--- src/design/hpd_pkg.sv ---
// ----------------------------------------------------------------------------
// hpd_pkg
// Shared types, codes and sizes of the hold-and-modify pixel decoder.
// ----------------------------------------------------------------------------
`default_nettype none

package hpd_pkg;

    localparam int PALETTE_ENTRIES = 256;
    localparam int PAL_ADDR_W      = $clog2(PALETTE_ENTRIES);
    localparam int CODE_W          = 8;
    localparam int CHAN_W          = 8;
    localparam int COLOUR_W        = 3 * CHAN_W;
    localparam int MODE_W          = 2;

    // Stream word sizes
    localparam int S_TDATA_W = 48;
    localparam int M_TDATA_W = 24;

    // decode_mode codes; the unused code behaves as indexed
    localparam logic [MODE_W-1:0] MODE_INDEXED = 2'd0;
    localparam logic [MODE_W-1:0] MODE_HAM6    = 2'd1;
    localparam logic [MODE_W-1:0] MODE_HAM8    = 2'd2;
    localparam logic [MODE_W-1:0] MODE_SPARE   = 2'd3;

    // hold-and-modify control codes
    localparam logic [1:0] SEL_LOAD  = 2'd0;
    localparam logic [1:0] SEL_BLUE  = 2'd1;
    localparam logic [1:0] SEL_RED   = 2'd2;
    localparam logic [1:0] SEL_GREEN = 2'd3;

    // tuser codes
    localparam logic OP_DECODE = 1'b0;
    localparam logic OP_WRITE  = 1'b1;

    // Bound for palette index checks, one bit wider than a code
    localparam logic [CODE_W:0] PAL_LIMIT = (CODE_W + 1)'(PALETTE_ENTRIES);

    // red in the top byte, blue in the bottom byte
    typedef logic [COLOUR_W-1:0] colour_t;

    // Decode word travelling alongside the palette read
    typedef struct packed {
        logic [CODE_W-1:0] code;
        logic              line_start;
        logic              in_range;
    } pix_item_t;

endpackage

`default_nettype wire

--- src/design/hpd_colour_calc.sv ---
// ----------------------------------------------------------------------------
// hpd_colour_calc
// Applies one pixel code to the held colour and picks the output colour.
// ----------------------------------------------------------------------------
`default_nettype none

module hpd_colour_calc (
    input  wire logic [hpd_pkg::MODE_W-1:0] mode,
    input  wire hpd_pkg::pix_item_t         item,
    input  wire hpd_pkg::colour_t           entry_data,
    input  wire hpd_pkg::colour_t           held,
    output hpd_pkg::colour_t                colour,
    output hpd_pkg::colour_t                held_next
);

    import hpd_pkg::*;

    colour_t           base;
    colour_t           entry;
    colour_t           ham;
    logic [1:0]        sel;
    logic [CHAN_W-1:0] val;
    logic              is_ham;

    always_comb
    begin
        base   = item.line_start ? '0 : held;
        entry  = item.in_range ? entry_data : '0;
        is_ham = (mode == MODE_HAM6) || (mode == MODE_HAM8);

        if (mode == MODE_HAM6)
        begin
            sel = item.code[5:4];
            val = {item.code[3:0], 4'b0000};
        end
        else
        begin
            sel = item.code[7:6];
            val = {item.code[5:0], 2'b00};
        end

        case (sel)
            SEL_LOAD:  ham = entry;
            SEL_BLUE:  ham = {base[23:8], val};
            SEL_RED:   ham = {val, base[15:0]};
            SEL_GREEN: ham = {base[23:16], val, base[7:0]};
            default:   ham = entry;
        endcase

        if (is_ham)
        begin
            colour    = ham;
            held_next = ham;
        end
        else
        begin
            // Indexed: held colour only sees the line-start clear
            colour    = entry;
            held_next = base;
        end
    end

endmodule

`default_nettype wire

--- config.mk ---
export PLATFORM = sky130hd
export DESIGN_NAME = hpd_colour_calc
export DESIGN_NICKNAME = d
export VERILOG_FILES = /design/src/design/hpd_pkg.sv /design/src/design/hpd_colour_calc.sv
export SDC_FILE = /design/constraint.sdc
export NUM_CORES = 1
export LEC_CHECK = 0
export BUFFER_PORTS_ARGS = -buffer_cell sky130_fd_sc_hd__buf_4
export CORE_ASPECT_RATIO = 0.8
export CORE_UTILIZATION = 43
export DETAILED_ROUTE_END_ITERATION = 10
export PLACE_DENSITY = 0.86
export RECOVER_POWER = 100
export REMOVE_ABC_BUFFERS = 1
export SYNTH_ARGS = -nofsm -noshare
export SYNTH_HDL_FRONTEND = slang
export SYNTH_SLANG_ARGS = --single-unit
--- constraint.sdc ---
create_clock -name vclk -period 2.03
set_clock_uncertainty 0.1 [all_clocks]
set_input_delay 0.203 -clock vclk [all_inputs]
set_output_delay 0.203 -clock vclk [all_outputs]
set_load 0.1 [all_outputs]
==> flow_summary.json, run 1 <==
{
  "status": "stopped before the end",
  "lastStage": "5_1_grt",
  "error_line": "[ERROR DPL-0038] Utilization greater than 100%, impossible to legalize",
  "place.gp.congestion": 0.8741,
  "yosysTopAreaCell": "nand2_1",
  "yosysWarningCount": 0,
  "holdBufCountCts": 0,
  "endpoint_type": "primary output",
  "netlist_instances": 241,
  "hpwl_microns": 4811,
  "die_x_microns": 66.05,
  "ys_types": 37,
  "fp.dieH_microns": 53.24,
  "rows": 18,
  "yosysTopAreaCellShare_pct": 11.70,
  "grt_max_degree": 29,
  "start_util_pct": 45.41,
  "port_buffers": 108,
  "synth_seq_area_share_pct": 0,
  "boundaryPins": 108,
  "grt_worst_setup_endpoint": "colour[15]",
  "netlist_area_sq_mm": 0.001411,
  "avgSynthCellArea_sq_um": 5.856,
  "placed_area_sq_mm": 0.002526,
  "yosys-top-cells-area": "nand2_1 12%, o21ai_0 11%, a21oi_1 7.8%"
}
## through the flow
step / worst slack, ns / setup TNS [ns] / std cells
floorplan: -2.185 / -74.21 / 218
global placement: -0.3829 / -9.989 / 414
detailed placement: -0.4563 / -12.94 / 414
CTS: -0.1193 / -1.458 / 419
## what timing repair did
item,4_1_cts
setup endpoints to repair,48
setup buffers,5
gates resized for setup,103
pin swaps,19
gates cloned,1
## synthesized netlist by cell type
cell        n
nand3b_1    3
o21ai_0    32
buf_2       7
a21oi_1    22
mux2i_4     2
o21a_1      1
nor2b_1     5
nor2_2      1
inv_1       2
o221a_2     1
o22ai_1    14
maj3_1      1
nor2_1     14
nand2_2     1
o32a_1      1
and3_1      2
o32ai_1     2
ha_1        2
a221oi_1    3
o211ai_1    4
clkbuf_1    8
nor3_2      2
nand4_1     4
clkinv_1    1
a32oi_1     1
buf_4       3
or3_1       1
nor3_1      6
and3b_1     1
buf_6       5
mux2_4      2
a31oi_1    14
nand2_1    44
nand2b_1    9
mux2i_1     7
nand3_1    10
a2bb2oi_1   3
## cells by family after synthesis
logic type      Yosys count  share of synthesized area, %
simple gates            103                         34.93
compound gates           98                         41.31
buf+inv                  26                         10.99
mux                      11                         10.28
fa+ha+maj                 3                         2.482
==> run 2, diff against run 1 <==
- CORE_AREA: default -> 2 2 63 65
- CORE_ASPECT_RATIO: 0.8 -> default
- CORE_UTILIZATION: 43 -> default
- DIE_AREA: default -> 0 0 65 67
- PLACE_DENSITY: 0.86 -> default
- PLACE_DENSITY_LB_ADDON: default -> 0.15
==> run 2 against run 1 <==
The flow now finishes, with violations (setup timing); area after synthesis stayed put; synthesized cell count stayed put.
==> flow_summary.json, run 2 <==
{
  "status": "finished with violations",
  "failed_checks": "setup timing",
  "nets": 450,
  "tightestPinTransition_ns": 0.5109,
  "regArea_sq_um": 0,
  "setup_ws_ns": -0.1702,
  "vias": 2896,
  "crit_path_max_fanout": 8,
  "pwr-share-comb_pct": 100.0,
  "die_x_microns": 65,
  "grt_usage_pct": 30.30,
  "grt_overflow": 0,
  "tns_ns": -3.268,
  "seq_cells": 0,
  "yosysTopAreaCellShare_pct": 11.70,
  "drive_above_1_share_pct": 59.84,
  "final_cell_mix": "94 x buf_4, 45 x buf_6, 40 x nand2_1",
  "netlist_area_sq_mm": 0.001411,
  "synth_seq_area_share_pct": 0,
  "worst-setup-path-type": "input pin to output pin",
  "antenna_found_initial": 0,
  "end_kind": "output pin",
  "area_growth_pct": 140.0,
  "hp-class": "input pin to output pin",
  "boundaryPins": 108,
  "rows": 22,
  "post_drt_via_cell_ratio": 6.673,
  "start_util_pct": 39.14,
  "dieArea_sq_mm": 0.004355,
  "power_leakage_nw": 1.465,
  "drv_cap": 0,
  "insertedDiodeCount": 0,
  "avgRoutedWirePerCell_microns": 22.65,
  "drt-total-wl_microns": 9830,
  "grt_pass1_wl_microns": 10700,
  "yosysTopAreaCell": "nand2_1",
  "port_buffers": 108,
  "synth_most_common_cell": "nand2_1",
  "final_common_cell": "buf_4",
  "powerDensity_mw_per_mm2": 612.4,
  "p_int_mw": 0.6895,
  "avgSynthCellArea_sq_um": 5.856,
  "dr.pass1.iters": 6,
  "netSwitchingPower_mw": 1.385,
  "remaining_drc_errors": 0,
  "fin_crit_sh_pct": 108.4,
  "dp_slack_ns": -0.4394,
  "finalHoldViolations": 0,
  "fp.dieH_microns": 67,
  "yosys-top-cells-area": "nand2_1 12%, o21ai_0 11%, a21oi_1 7.8%",
  "grt_max_degree": 28,
  "cp_data_arrival_time_ns": 1.90,
  "clkbuf_count": 0,
  "total_power_mw": 2.074,
  "p_sw_share_pct": 66.76,
  "setup_viol": 39,
  "vdd_ir_drop_max_mv": 0.4720,
  "ys_top_cells_by_count": "44 x nand2_1, 32 x o21ai_0, 22 x a21oi_1",
  "hpwl_microns": 4668,
  "utilization_pct": 93.93,
  "fillers": 121,
  "startpoint_type": "input pin",
  "yosysWarningCount": 0,
  "relSlewSlack_pct": 65.58,
  "cp_data_required_time_ns": 1.73,
  "netlist_instances": 241,
  "place.gp.congestion": 0.9086,
  "core_area_sq_mm": 0.003606,
  "first_iter_violations": 386,
  "finalMaxSlewViolations": 0,
  "period_needed_ns": 2.200,
  "grt_pass1_vias": 2294,
  "max_freq_mhz": 454.5,
  "p_clk_share_pct": 0,
  "ys_types": 37,
  "p_seq_share_pct": 0,
  "rsz0062_at_grt": "yes",
  "holdBufCountCts": 0,
  "antenna_left": 0
}
[run 2: kinds of logic after synthesis]
family,count (synthesis),synth area share [%]
mux,11,10.28
fa+ha+maj,3,2.482
simple gates,103,34.93
buf+inv,26,10.99
compound gates,98,41.31
[run 2: through the flow]
step / hold slack [ns] / std cells / cell area (sq um)
after floorplan: 0.7786 / 218 / 1267
after global placement: 0.7669 / 419 / 2514
after detailed placement: 0.7668 / 419 / 2514
after CTS: 0.7317 / 428 / 2883
after global routing: 0.7616 / 434 / 3387
final: 0.7503 / 434 / 3387
[run 2: power groups by stage]
stage / combinational, mW / clock, mW / sequential (mW)
final: 2.07 / 0 / 0
after global routing: 2.11 / 0 / 0
after CTS: 1.76 / 0 / 0
after detailed placement: 1.60 / 0 / 0
after global placement: 1.60 / 0 / 0
after floorplan: 1.12 / 0 / 0
[run 2: cell type report]
type | count | area [sq um] | area share (%)
Timing Repair Buffer | 168 | 1703 | 50.28
Multi-Input combinational cell | 215 | 1608 | 47.47
Tap cell | 48 | 60.06 | 1.773
Inverter | 3 | 16.27 | 0.4802
[run 2: final timing paths]
path / from / cells after the start / endpoint
min: entry_data[3] / 4 / colour[3]
max: mode[1] / 11 / held_next[6]
[run 2: timing repair]
item,4_1_cts,5_1_grt
buffers inserted,7,7
pin swaps,22,27
gates cloned,2,1
endpoints found under the setup margin,48,48
gates resized for setup,87,115
[run 2: layer usage]
layer / GRT usage, % / wire, microns / vias up
met3: 2.027 / 1030 / 85
li1: - / - / 1195
met2: 59.02 / 4684 / 289
met5: 0 / 0 / -
met1: 36.75 / 3392 / 1327
met4: 4.255 / 723 / 0
[run 2: worst max-delay path, stage by stage]
cell,delay (ns)
buf_8,0.10
inv_6,0.04
ha_4,0.15
buf_6,0.12
mux2i_4,0.36
buf_12,0.18
buf_8,0.11
nor2_4,0.03
a31oi_1,0.25
a21oi_2,0.13
buf_12,0.19
Power figures use the tool's default switching activity.
